**config.mk**
```make
export PLATFORM = sky130hd
export DESIGN_NAME = bumper_safety_governor_flat
export DESIGN_NICKNAME = d
export VERILOG_FILES = /design/src/rtl/bsg_pkg.sv /design/src/rtl/bsg_in_if.sv /design/src/rtl/bsg_out_if.sv /design/src/rtl/bsg_front.sv /design/src/rtl/bsg_back.sv /design/src/rtl/bumper_safety_governor.sv /design/src/flat_wrapper.sv
export SDC_FILE = /design/constraint.sdc
export NUM_CORES = 2
export LEC_CHECK = 0
export CAP_MARGIN = 40
export CORE_MARGIN = 5
export CORE_UTILIZATION = 40
export CTS_CLUSTER_SIZE = 25
export DETAILED_ROUTE_END_ITERATION = 6
export DONT_BUFFER_PORTS = 1
export PLACE_DENSITY = 0.63
export SYNTH_ARGS = -nofsm -noshare
export SYNTH_HDL_FRONTEND = slang
export SYNTH_SLANG_ARGS = --single-unit
```
**constraint.sdc**
```tcl
create_clock -name i_clk -period 15.6 [get_ports i_clk]
set_input_delay 1.56 -clock i_clk [delete_from_list [all_inputs] [get_ports i_clk]]
set_output_delay 1.56 -clock i_clk [all_outputs]
set_load 0.02 [all_outputs]
```
**src/rtl/bsg_pkg.sv**
```systemverilog
// shared types, register indexes, reset values and helpers for the bumper safety governor
// no dependencies

package bsg_pkg;

    localparam int CFG_IDX_W  = 3;
    localparam int CFG_DATA_W = 24;

    typedef enum logic [CFG_IDX_W-1:0] {
        CFG_DECAY_WEIGHT    = 3'd0,
        CFG_BACK_THRESHOLD  = 3'd1,
        CFG_FRONT_THRESHOLD = 3'd2,
        CFG_RECOVERY_SPEED  = 3'd3,
        CFG_DRIVE_TICKS     = 3'd4,
        CFG_PAUSE_TICKS     = 3'd5,
        CFG_TIMEOUT_TICKS   = 3'd6
    } t_cfg_idx;

    localparam logic [15:0]        RST_DECAY_WEIGHT    = 16'd55706;
    localparam logic [23:0]        RST_BACK_THRESHOLD  = 24'd122880;
    localparam logic [23:0]        RST_FRONT_THRESHOLD = 24'd138240;
    localparam logic signed [15:0] RST_RECOVERY_SPEED  = 16'sd410;
    localparam logic [7:0]         RST_DRIVE_TICKS     = 8'd6;
    localparam logic [7:0]         RST_PAUSE_TICKS     = 8'd5;
    localparam logic [7:0]         RST_TIMEOUT_TICKS   = 8'd5;

    localparam logic signed [15:0] SPEED_MIN = 16'sh8000;
    localparam logic signed [15:0] SPEED_MAX = 16'sh7FFF;

    typedef enum logic [1:0] {
        K_LEFT  = 2'd0,
        K_RIGHT = 2'd1,
        K_USER  = 2'd2,
        K_TICK  = 2'd3
    } t_kind;

    typedef enum logic [1:0] {
        PH_IDLE  = 2'd0,
        PH_DRIVE = 2'd1,
        PH_PAUSE = 2'd2
    } t_phase;

    typedef struct packed {
        t_kind              kind;
        logic [15:0]        sample;
        logic signed [15:0] user_linear;
        logic signed [15:0] user_angular;
    } t_op;

    function automatic logic [7:0] sat_inc8(input logic [7:0] v);
        return (v == 8'hFF) ? v : v + 8'd1;
    endfunction

endpackage

```
**src/rtl/bsg_in_if.sv**
```systemverilog
// input channel: bumper samples, user velocity words and ticks
// no dependencies

interface bsg_in_if;
    logic               valid;
    logic               ready;
    logic [1:0]         command;
    logic [15:0]        sample;
    logic signed [15:0] user_linear;
    logic signed [15:0] user_angular;

    modport source(output valid, command, sample, user_linear, user_angular, input ready);
    modport sink(input valid, command, sample, user_linear, user_angular, output ready);
endinterface

```
**src/rtl/bsg_out_if.sv**
```systemverilog
// output channel: one report word per tick
// no dependencies

interface bsg_out_if;
    logic               valid;
    logic               ready;
    logic [23:0]        average_left;
    logic [23:0]        average_right;
    logic               left_seen;
    logic               right_seen;
    logic               hit_report_valid;
    logic               front_bump;
    logic               back_bump;
    logic signed [15:0] safe_linear;
    logic signed [15:0] safe_angular;
    logic               recovering;

    modport source(output valid, average_left, average_right, left_seen, right_seen,
                   hit_report_valid, front_bump, back_bump, safe_linear, safe_angular,
                   recovering, input ready);
    modport sink(input valid, average_left, average_right, left_seen, right_seen,
                 hit_report_valid, front_bump, back_bump, safe_linear, safe_angular,
                 recovering, output ready);
endinterface

```
**src/rtl/bsg_front.sv**
```systemverilog
// front end: accepts input words, decodes the command and queues them
// depends on bsg_pkg and bsg_in_if

module bsg_front #(
    parameter int QUEUE_DEPTH = 4
) (
    input  logic          i_clk,
    input  logic          i_rst_n,
    bsg_in_if.sink        i_item,
    output logic          o_q_valid,
    output bsg_pkg::t_op  o_q_op,
    input  logic          i_q_pop
);
    import bsg_pkg::*;

    localparam int PTR_W = $clog2(QUEUE_DEPTH);
    localparam int CNT_W = $clog2(QUEUE_DEPTH + 1);

    t_op              r_mem [QUEUE_DEPTH];
    logic [PTR_W-1:0] r_wr_ptr, n_wr_ptr;
    logic [PTR_W-1:0] r_rd_ptr, n_rd_ptr;
    logic [CNT_W-1:0] r_count, n_count;
    logic             w_push;
    logic             w_pop;
    t_op              w_op;

    always_comb begin
        w_op.sample       = i_item.sample;
        w_op.user_linear  = i_item.user_linear;
        w_op.user_angular = i_item.user_angular;
        unique case (i_item.command)
            K_LEFT:  w_op.kind = K_LEFT;
            K_RIGHT: w_op.kind = K_RIGHT;
            K_USER:  w_op.kind = K_USER;
            default: w_op.kind = K_TICK;
        endcase
    end

    assign i_item.ready = (r_count != CNT_W'(QUEUE_DEPTH));
    assign w_push       = i_item.valid && i_item.ready;
    assign w_pop        = i_q_pop && (r_count != '0);
    assign o_q_valid    = (r_count != '0);
    assign o_q_op       = r_mem[r_rd_ptr];

    always_comb begin
        n_wr_ptr = r_wr_ptr;
        n_rd_ptr = r_rd_ptr;
        n_count  = r_count;
        if (w_push) begin
            n_wr_ptr = (r_wr_ptr == PTR_W'(QUEUE_DEPTH - 1)) ? '0 : r_wr_ptr + PTR_W'(1);
        end
        if (w_pop) begin
            n_rd_ptr = (r_rd_ptr == PTR_W'(QUEUE_DEPTH - 1)) ? '0 : r_rd_ptr + PTR_W'(1);
        end
        if (w_push && !w_pop) begin
            n_count = r_count + CNT_W'(1);
        end else if (w_pop && !w_push) begin
            n_count = r_count - CNT_W'(1);
        end
    end

    always_ff @(posedge i_clk) begin
        if (!i_rst_n) begin
            r_wr_ptr <= '0;
            r_rd_ptr <= '0;
            r_count  <= '0;
        end else begin
            r_wr_ptr <= n_wr_ptr;
            r_rd_ptr <= n_rd_ptr;
            r_count  <= n_count;
        end
    end

    always_ff @(posedge i_clk) begin
        if (w_push) begin
            r_mem[r_wr_ptr] <= w_op;
        end
    end

endmodule

```
**src/rtl/bsg_back.sv**
```systemverilog
// back end: averaging, recovery sequencing, command timeout and report register
// depends on bsg_pkg and bsg_out_if

module bsg_back (
    input  logic                             i_clk,
    input  logic                             i_rst_n,
    input  logic                             i_q_valid,
    input  bsg_pkg::t_op                     i_q_op,
    output logic                             o_q_pop,
    input  logic                             i_cfg_we,
    input  logic [bsg_pkg::CFG_IDX_W-1:0]    i_cfg_index,
    input  logic [bsg_pkg::CFG_DATA_W-1:0]   i_cfg_data,
    bsg_out_if.source                        o_result
);
    import bsg_pkg::*;

    // configuration
    logic [15:0]        r_decay;
    logic [23:0]        r_back_thr;
    logic [23:0]        r_front_thr;
    logic signed [15:0] r_speed;
    logic [7:0]         r_drive;
    logic [7:0]         r_pause;
    logic [7:0]         r_timeout;

    // state
    logic [23:0]        r_left_avg, n_left_avg;
    logic [23:0]        r_right_avg, n_right_avg;
    logic               r_left_seen, n_left_seen;
    logic               r_right_seen, n_right_seen;
    t_phase             r_phase, n_phase, w_tick_phase;
    logic               r_backward, n_backward;
    logic [7:0]         r_elapsed, n_elapsed;
    logic signed [15:0] r_held_lin, n_held_lin;
    logic signed [15:0] r_held_ang, n_held_ang;
    logic [7:0]         r_age, n_age;

    // report register
    logic               r_out_valid;
    logic [23:0]        r_out_avg_l;
    logic [23:0]        r_out_avg_r;
    logic               r_out_seen_l;
    logic               r_out_seen_r;
    logic               r_out_checked;
    logic               r_out_front;
    logic               r_out_back;
    logic signed [15:0] r_out_lin;
    logic signed [15:0] r_out_ang;
    logic               r_out_recov;

    logic               w_is_tick;
    logic               w_pop;
    logic [7:0]         w_inc_e;
    logic [7:0]         w_age_inc;
    logic               w_drive_cont;
    logic               w_pause_start;
    logic               w_pause_cont;
    logic               w_busy;
    logic               w_both;
    logic               w_front;
    logic               w_back;
    logic               w_hit;
    logic               w_stale;
    logic               w_pass;
    logic signed [15:0] w_rec_lin;
    logic signed [15:0] w_lin;
    logic signed [15:0] w_ang;

    // smoothing datapath
    logic [23:0]        w_old;
    logic               w_old_seen;
    logic [16:0]        w_new_wt;
    logic signed [24:0] w_diff;
    logic signed [42:0] w_prod;
    logic signed [42:0] w_round;
    logic [23:0]        w_smooth;

    always_ff @(posedge i_clk) begin
        if (!i_rst_n) begin
            r_decay     <= RST_DECAY_WEIGHT;
            r_back_thr  <= RST_BACK_THRESHOLD;
            r_front_thr <= RST_FRONT_THRESHOLD;
            r_speed     <= RST_RECOVERY_SPEED;
            r_drive     <= RST_DRIVE_TICKS;
            r_pause     <= RST_PAUSE_TICKS;
            r_timeout   <= RST_TIMEOUT_TICKS;
        end else if (i_cfg_we) begin
            unique case (i_cfg_index)
                CFG_DECAY_WEIGHT:    r_decay     <= i_cfg_data[15:0];
                CFG_BACK_THRESHOLD:  r_back_thr  <= i_cfg_data[23:0];
                CFG_FRONT_THRESHOLD: r_front_thr <= i_cfg_data[23:0];
                CFG_RECOVERY_SPEED:  r_speed     <= $signed(i_cfg_data[15:0]);
                CFG_DRIVE_TICKS:     r_drive     <= i_cfg_data[7:0];
                CFG_PAUSE_TICKS:     r_pause     <= i_cfg_data[7:0];
                CFG_TIMEOUT_TICKS:   r_timeout   <= i_cfg_data[7:0];
                default: ;
            endcase
        end
    end

    // a tick needs a free report slot, other words never wait
    assign w_is_tick = (i_q_op.kind == K_TICK);
    assign w_pop     = i_q_valid && (!w_is_tick || !r_out_valid || o_result.ready);
    assign o_q_pop   = w_pop;

    // new = old + round((65536 - w) * (s*256 - old) / 65536)
    assign w_old      = (i_q_op.kind == K_LEFT) ? r_left_avg : r_right_avg;
    assign w_old_seen = (i_q_op.kind == K_LEFT) ? r_left_seen : r_right_seen;
    assign w_new_wt   = 17'h10000 - {1'b0, r_decay};
    assign w_diff     = $signed({1'b0, i_q_op.sample, 8'h00}) - $signed({1'b0, w_old});
    assign w_prod     = w_diff * $signed({1'b0, w_new_wt});
    assign w_round    = w_prod + 43'sd32768;
    assign w_smooth   = w_old_seen ? (w_old + w_round[39:16]) : {i_q_op.sample, 8'h00};

    assign w_inc_e   = sat_inc8(r_elapsed);
    assign w_age_inc = sat_inc8(r_age);
    assign w_both    = r_left_seen && r_right_seen;
    assign w_front   = w_both && (r_right_avg > r_front_thr);
    assign w_back    = w_both && !w_front && (r_left_avg < r_back_thr);
    assign w_hit     = w_front || w_back;
    assign w_stale   = (w_age_inc > r_timeout);

    // next state
    always_comb begin
        w_drive_cont  = 1'b0;
        w_pause_start = 1'b0;
        w_pause_cont  = 1'b0;
        unique case (r_phase)
            PH_DRIVE: begin
                w_drive_cont  = (w_inc_e < r_drive);
                w_pause_start = !w_drive_cont && (r_pause != 8'd0);
            end
            PH_PAUSE: begin
                w_pause_cont = (w_inc_e < r_pause);
            end
            default: ;
        endcase
        w_busy = w_drive_cont || w_pause_start || w_pause_cont;

        if (w_drive_cont) begin
            w_tick_phase = PH_DRIVE;
        end else if (w_pause_start || w_pause_cont) begin
            w_tick_phase = PH_PAUSE;
        end else if (w_hit) begin
            w_tick_phase = PH_DRIVE;
        end else begin
            w_tick_phase = PH_IDLE;
        end

        n_left_avg   = r_left_avg;
        n_right_avg  = r_right_avg;
        n_left_seen  = r_left_seen;
        n_right_seen = r_right_seen;
        n_phase      = r_phase;
        n_backward   = r_backward;
        n_elapsed    = r_elapsed;
        n_held_lin   = r_held_lin;
        n_held_ang   = r_held_ang;
        n_age        = r_age;

        if (w_pop) begin
            unique case (i_q_op.kind)
                K_LEFT: begin
                    n_left_avg  = w_smooth;
                    n_left_seen = 1'b1;
                end
                K_RIGHT: begin
                    n_right_avg  = w_smooth;
                    n_right_seen = 1'b1;
                end
                K_USER: begin
                    n_held_lin = i_q_op.user_linear;
                    n_held_ang = i_q_op.user_angular;
                    n_age      = 8'd0;
                end
                default: begin
                    n_age   = w_age_inc;
                    n_phase = w_tick_phase;
                    if (w_drive_cont || w_pause_cont) begin
                        n_elapsed = w_inc_e;
                    end else if (w_pause_start) begin
                        n_elapsed = 8'd0;
                    end else if (w_hit) begin
                        n_elapsed  = 8'd0;
                        n_backward = w_front;
                    end else if (w_stale) begin
                        n_held_lin = '0;
                        n_held_ang = '0;
                    end
                end
            endcase
        end
    end

    // report values
    always_comb begin
        w_pass    = !w_busy && !w_hit && !w_stale;
        w_rec_lin = r_backward ? ((r_speed == SPEED_MIN) ? SPEED_MAX : -r_speed) : r_speed;
        if (w_drive_cont) begin
            w_lin = w_rec_lin;
        end else if (w_pass) begin
            w_lin = r_held_lin;
        end else begin
            w_lin = '0;
        end
        w_ang = w_pass ? r_held_ang : 16'sd0;
    end

    always_ff @(posedge i_clk) begin
        if (!i_rst_n) begin
            r_left_avg   <= '0;
            r_right_avg  <= '0;
            r_left_seen  <= 1'b0;
            r_right_seen <= 1'b0;
            r_phase      <= PH_IDLE;
            r_backward   <= 1'b0;
            r_elapsed    <= '0;
            r_held_lin   <= '0;
            r_held_ang   <= '0;
            r_age        <= '0;
            r_out_valid  <= 1'b0;
        end else begin
            r_left_avg   <= n_left_avg;
            r_right_avg  <= n_right_avg;
            r_left_seen  <= n_left_seen;
            r_right_seen <= n_right_seen;
            r_phase      <= n_phase;
            r_backward   <= n_backward;
            r_elapsed    <= n_elapsed;
            r_held_lin   <= n_held_lin;
            r_held_ang   <= n_held_ang;
            r_age        <= n_age;
            if (w_pop && w_is_tick) begin
                r_out_valid <= 1'b1;
            end else if (o_result.ready) begin
                r_out_valid <= 1'b0;
            end
        end
    end

    always_ff @(posedge i_clk) begin
        if (w_pop && w_is_tick) begin
            r_out_avg_l   <= r_left_avg;
            r_out_avg_r   <= r_right_avg;
            r_out_seen_l  <= r_left_seen;
            r_out_seen_r  <= r_right_seen;
            r_out_checked <= !w_busy;
            r_out_front   <= !w_busy && w_front;
            r_out_back    <= !w_busy && w_back;
            r_out_lin     <= w_lin;
            r_out_ang     <= w_ang;
            r_out_recov   <= (w_tick_phase != PH_IDLE);
        end
    end

    assign o_result.valid            = r_out_valid;
    assign o_result.average_left     = r_out_avg_l;
    assign o_result.average_right    = r_out_avg_r;
    assign o_result.left_seen        = r_out_seen_l;
    assign o_result.right_seen       = r_out_seen_r;
    assign o_result.hit_report_valid = r_out_checked;
    assign o_result.front_bump       = r_out_front;
    assign o_result.back_bump        = r_out_back;
    assign o_result.safe_linear      = r_out_lin;
    assign o_result.safe_angular     = r_out_ang;
    assign o_result.recovering       = r_out_recov;

endmodule

```
**src/rtl/bumper_safety_governor.sv**
```systemverilog
// bumper safety governor top level: input queue front end and processing back end
// depends on bsg_pkg, bsg_in_if, bsg_out_if, bsg_front and bsg_back
// an accepted tick is written to the queue, then popped into the report register that drives its report
// throughput: one word per cycle while reports are taken, set by the back end and its report register
// a blocked report holds a tick at the queue head; the queue takes up to QUEUE_DEPTH words
// reset: synchronous, clears queue, averages, recovery state, held user velocity and loads register defaults

module bumper_safety_governor #(
    parameter int QUEUE_DEPTH = 4
) (
    input  logic                             i_clk,
    input  logic                             i_rst_n,
    bsg_in_if.sink                           i_item,
    bsg_out_if.source                        o_result,
    input  logic                             i_cfg_we,
    input  logic [bsg_pkg::CFG_IDX_W-1:0]    i_cfg_index,
    input  logic [bsg_pkg::CFG_DATA_W-1:0]   i_cfg_data
);
    import bsg_pkg::*;

    logic w_q_valid;
    t_op  w_q_op;
    logic w_q_pop;

    bsg_front #(
        .QUEUE_DEPTH(QUEUE_DEPTH)
    ) u_front (
        .i_clk     (i_clk),
        .i_rst_n   (i_rst_n),
        .i_item    (i_item),
        .o_q_valid (w_q_valid),
        .o_q_op    (w_q_op),
        .i_q_pop   (w_q_pop)
    );

    bsg_back u_back (
        .i_clk       (i_clk),
        .i_rst_n     (i_rst_n),
        .i_q_valid   (w_q_valid),
        .i_q_op      (w_q_op),
        .o_q_pop     (w_q_pop),
        .i_cfg_we    (i_cfg_we),
        .i_cfg_index (i_cfg_index),
        .i_cfg_data  (i_cfg_data),
        .o_result    (o_result)
    );

endmodule

```
**src/flat_wrapper.sv**
```systemverilog
// flat-port wrapper written by rule: the top's interface ports become plain ports
module bumper_safety_governor_flat import bsg_pkg::*;
#(
    parameter int QUEUE_DEPTH = 4
)
  (i_clk, i_rst_n, i_cfg_we, i_cfg_index, i_cfg_data, i_item_valid, i_item_command, i_item_sample, i_item_user_linear, i_item_user_angular, i_item_ready, o_result_valid, o_result_average_left, o_result_average_right, o_result_left_seen, o_result_right_seen, o_result_hit_report_valid, o_result_front_bump, o_result_back_bump, o_result_safe_linear, o_result_safe_angular, o_result_recovering, o_result_ready);
  bsg_in_if i_item_i ();
  bsg_out_if o_result_i ();
  input  logic i_clk;
  input  logic i_rst_n;
  input  logic i_cfg_we;
  input  logic [bsg_pkg::CFG_IDX_W-1:0] i_cfg_index;
  input  logic [bsg_pkg::CFG_DATA_W-1:0] i_cfg_data;
  input wire logic [$bits(i_item_i.valid)-1:0] i_item_valid;
  input wire logic [$bits(i_item_i.command)-1:0] i_item_command;
  input wire logic [$bits(i_item_i.sample)-1:0] i_item_sample;
  input wire logic [$bits(i_item_i.user_linear)-1:0] i_item_user_linear;
  input wire logic [$bits(i_item_i.user_angular)-1:0] i_item_user_angular;
  output wire logic [$bits(i_item_i.ready)-1:0] i_item_ready;
  output wire logic [$bits(o_result_i.valid)-1:0] o_result_valid;
  output wire logic [$bits(o_result_i.average_left)-1:0] o_result_average_left;
  output wire logic [$bits(o_result_i.average_right)-1:0] o_result_average_right;
  output wire logic [$bits(o_result_i.left_seen)-1:0] o_result_left_seen;
  output wire logic [$bits(o_result_i.right_seen)-1:0] o_result_right_seen;
  output wire logic [$bits(o_result_i.hit_report_valid)-1:0] o_result_hit_report_valid;
  output wire logic [$bits(o_result_i.front_bump)-1:0] o_result_front_bump;
  output wire logic [$bits(o_result_i.back_bump)-1:0] o_result_back_bump;
  output wire logic [$bits(o_result_i.safe_linear)-1:0] o_result_safe_linear;
  output wire logic [$bits(o_result_i.safe_angular)-1:0] o_result_safe_angular;
  output wire logic [$bits(o_result_i.recovering)-1:0] o_result_recovering;
  input wire logic [$bits(o_result_i.ready)-1:0] o_result_ready;
  assign i_item_i.valid = i_item_valid;
  assign i_item_i.command = i_item_command;
  assign i_item_i.sample = i_item_sample;
  assign i_item_i.user_linear = i_item_user_linear;
  assign i_item_i.user_angular = i_item_user_angular;
  assign i_item_ready = i_item_i.ready;
  assign o_result_valid = o_result_i.valid;
  assign o_result_average_left = o_result_i.average_left;
  assign o_result_average_right = o_result_i.average_right;
  assign o_result_left_seen = o_result_i.left_seen;
  assign o_result_right_seen = o_result_i.right_seen;
  assign o_result_hit_report_valid = o_result_i.hit_report_valid;
  assign o_result_front_bump = o_result_i.front_bump;
  assign o_result_back_bump = o_result_i.back_bump;
  assign o_result_safe_linear = o_result_i.safe_linear;
  assign o_result_safe_angular = o_result_i.safe_angular;
  assign o_result_recovering = o_result_i.recovering;
  assign o_result_i.ready = o_result_ready;
  bumper_safety_governor #(.QUEUE_DEPTH(QUEUE_DEPTH)) u_core (.i_clk(i_clk), .i_rst_n(i_rst_n), .i_item(i_item_i), .o_result(o_result_i), .i_cfg_we(i_cfg_we), .i_cfg_index(i_cfg_index), .i_cfg_data(i_cfg_data));
endmodule
```
==> reports/results.ini <==
[status]
outcome = complete, no violations

[placed_design]
place.gp.congestion = 0.900
port_buffers = 0
dp_hpwl_mm = 80.4

[drt]
detail_route.first_pass.iterations = 5
wirelength_mm = 104
detail_route.iter0.violations = 1572
vias_per_cell = 5.21
routed-via-count = 26300
drt_drc_violations_left = 0
detailed_route_wire_length_per_cell_um = 20.6
antenna_violating_nets_post_route = 0

[worst_setup_path]
timing.critical_path.slowest_cell_delay_ns = 0.80
path_common_cell = sky130_fd_sc_hd__fa_1
cp-start-kind = register
worst-setup-path-type = reg -> reg
cp_slowest_cell = sky130_fd_sc_hd__mux4_2
crit_path_max_fanout = 24
worstSetupEndpointType = register
arrival_ns = 14.17
crit_required_ns = 16.07

[timing]
timing.final.crit_share = 0.879
finClkSkew_ns = 0.0220
max_clock_freq_mhz = 73.0
hold_viol = 0
rsz0062_at_grt = no
final-max-slew-violation-count = 0
timing.setup.tns_ns = 0
timing_worst_slew_pin_value_ns = 0.921
slew_headroom = 0.381
final-setup-viol-count = 0
layout_min_cycle_time_ns = 13.71

[global_routing]
maximum_number_of_pins_on_one_net_before_global_route_repair = 187
global_route.usage.met2 = 0.335
grt_busiest_layer = met2
globalRouteMet1Util = 0.264
number_of_antenna_violations_at_the_first_check_in_global_routing = 0
total_routing_resource_utilization_after_global_routing = 0.204
met3_usage = 0.0627
grt_overflow = 0
global_route_wire_length_before_repair_mm = 163
grt_pass1_vias = 27200

[final_layout]
layout_commonest_cell = sky130_fd_sc_hd__inv_1
final_layout_size_suffix_gt1_frac = 0.0683
diodes = 0
area_delta_synth_final_pct = 8.73
final_core_utilization = 0.437
most-common-layout-cells = 598 x sky130_fd_sc_hd__inv_1, 560 x sky130_fd_sc_hd__nand2_1, 397 x sky130_fd_sc_hd__fa_1
fin_nets = 4460

[clock_tree]
cts_tree = built
cts.sink_count = 501
cts_buffers = 44
clockBufferDepth = 3
clock_tree.root_cell = sky130_fd_sc_hd__clkbuf_16
cts.repair.resized = 0
clk_transition_reported_paths_ns = 0.07
clkLatencyLatePin_ns = 0.57
htree_levels = 2
post-cts-setup-buffers = 0
cts_hold_buffers = 0

[synth]
post_synth_inst_count = 3766
yosys_warnings = 0
syn-cell-area_um2 = 38100
postSynthRegisterBits = 501
synth_enable_flop_cells = 286
netlist.top_cell.by_area = sky130_fd_sc_hd__edfxtp_1
synth_cell_type_count = 88
asyncSetResetFlopFracSynth = 0
netlist_top_cells_area = sky130_fd_sc_hd__edfxtp_1 23%, sky130_fd_sc_hd__fa_1 21%, sky130_fd_sc_hd__dfxtp_1 11%
syn-num-nets = 4472
synth-main-ff-cell = sky130_fd_sc_hd__edfxtp_1
yosysSeqAreaShare = 0.339
syn_avg_cell_area_um2 = 10.1
yosys.area.top_type_share = 0.226

[die]
floorplan.die_area_um2 = 101000
initial_utilization = 0.402
design.core.area_um2 = 94700
height_of_the_die_um = 318
floorplan.io_pins = 170
chipWidth_um = 318
fp-row-count = 113

[job]
max-cap-violations = 0

[worst_hold_path]
holdCritPathClass = reg -> reg

[area by class of cell]
type,instances,area [um2]
inverters,600,2250
multi-input cells,2528,22600
flip-flops and latches,501,12900
clock inverters,23,201
clock buffers,59,1210
repair buffers,79,668
fillers,9184,53400
well taps,1265,1580
[metrics by stage]
| stage | cells | worst slack, ns | hold slack (ns) | cell area [um2] |
|---|---|---|---|---|
| 2_1_floorplan | 3766 | 2.67 | 0.440 | 38100 |
| 3_3_place_gp | 4952 | 1.79 | 0.450 | 39700 |
| 3_5_place_dp | 4972 | 1.94 | 0.456 | 40000 |
| 4_1_cts | 5054 | 1.87 | 0.466 | 41400 |
| 5_1_grt | 5055 | 1.08 | 0.485 | 41400 |
| 6_report | 5055 | 1.89 | 0.465 | 41400 |
[cells by family (layout without fill, tap and decap cells)]
logic type,after synthesis,count (layout),share of synthesized area
and+or+nand+nor,1166,1166,0.134
buffers and inverters,737,761,0.0733
adders and majority gates,635,635,0.286
xor gates and xnor gates,140,140,0.0324
DFF,501,501,0.339
AOI/OAI and AO/OA,503,503,0.0964
muxes,84,84,0.0386
[cells in the mapped netlist, types with 9 or more instances]
library cell,count
sky130_fd_sc_hd__nand3_1,63
sky130_fd_sc_hd__a31oi_1,13
sky130_fd_sc_hd__nand2b_1,30
sky130_fd_sc_hd__a21boi_0,105
sky130_fd_sc_hd__nor2b_1,39
sky130_fd_sc_hd__and2_1,45
sky130_fd_sc_hd__o31ai_1,15
sky130_fd_sc_hd__nor4_1,9
sky130_fd_sc_hd__nor3_1,41
sky130_fd_sc_hd__o21ai_0,76
sky130_fd_sc_hd__xnor2_1,85
sky130_fd_sc_hd__o211a_1,11
sky130_fd_sc_hd__o21a_1,22
sky130_fd_sc_hd__or3_1,9
sky130_fd_sc_hd__o211ai_1,22
sky130_fd_sc_hd__nor2_1,292
sky130_fd_sc_hd__inv_1,598
sky130_fd_sc_hd__edfxtp_1,286
sky130_fd_sc_hd__a21o_1,42
sky130_fd_sc_hd__clkbuf_1,126
sky130_fd_sc_hd__nand2_1,560
sky130_fd_sc_hd__ha_1,227
sky130_fd_sc_hd__a22o_1,47
sky130_fd_sc_hd__or2_2,10
sky130_fd_sc_hd__nand4_1,17
sky130_fd_sc_hd__maj3_1,10
sky130_fd_sc_hd__mux4_2,50
sky130_fd_sc_hd__fa_1,397
sky130_fd_sc_hd__mux2i_1,31
sky130_fd_sc_hd__dfxtp_1,215
sky130_fd_sc_hd__xor2_1,54
sky130_fd_sc_hd__a21oi_1,75
sky130_fd_sc_hd__and3_1,17
[layer usage]
layer / vias to the layer above / part of all wire
met5: - / 0
met4: 0 / 0.029
met3: 160 / 0.089
met2: 793 / 0.47
met1: 13100 / 0.42
li1: 12300 / -
[critical path, delay by kind of cell, from the launching register on]
family | cells | cell delay, ns
AOI/OAI and AO/OA | 16 | 3.33
xor gates and xnor gates | 2 | 0.81
adders and majority gates | 13 | 5.06
buffers and inverters | 7 | 0.97
DFF | 1 | 0.52
muxes | 2 | 1.12
and+or+nand+nor | 6 | 1.75
[worst paths after layout]
| path | from | endpoint | slack (ns) | depth (start not counted) |
|---|---|---|---|---|
| setup / recovery | register | u_core.u_back.r_right_avg[21] | 1.89 | 46 |
| hold / removal | u_core.u_back.r_back_thr[23] | u_core.u_back.r_back_thr[23] | 0.46 | 2 |
| setup reg to reg | register | u_core.u_back.r_right_avg[21] | 1.89 | 46 |
| hold reg to reg | u_core.u_back.r_back_thr[23] | u_core.u_back.r_back_thr[23] | 0.46 | 2 |
[state kept, by name, indices dropped and copies added (netlist names), 8 cells and up, named ones only]
register / flops
u_core.u_back.r_elapsed: 8
u_core.u_back.r_held_ang: 16
u_core.u_back.r_left_avg: 24
u_core.u_back.o_result.average_right: 24
u_core.u_back.r_held_lin: 16
u_core.u_back.o_result.safe_linear: 16
u_core.u_back.o_result.average_left: 24
u_core.u_back.r_timeout: 8
u_core.u_back.r_decay: 16
u_core.u_back.r_right_avg: 24
u_core.u_back.r_speed: 16
u_core.u_back.r_back_thr: 24
u_core.u_back.o_result.safe_angular: 16
u_core.u_back.r_age: 8
u_core.u_back.r_pause: 8
u_core.u_back.r_drive: 8
u_core.u_front.r_mem: 200
u_core.u_back.r_front_thr: 24
Power is left out: the tool's default activity adds up to more than one toggle a clock period on the data nets, which glitch-free logic cannot reach.
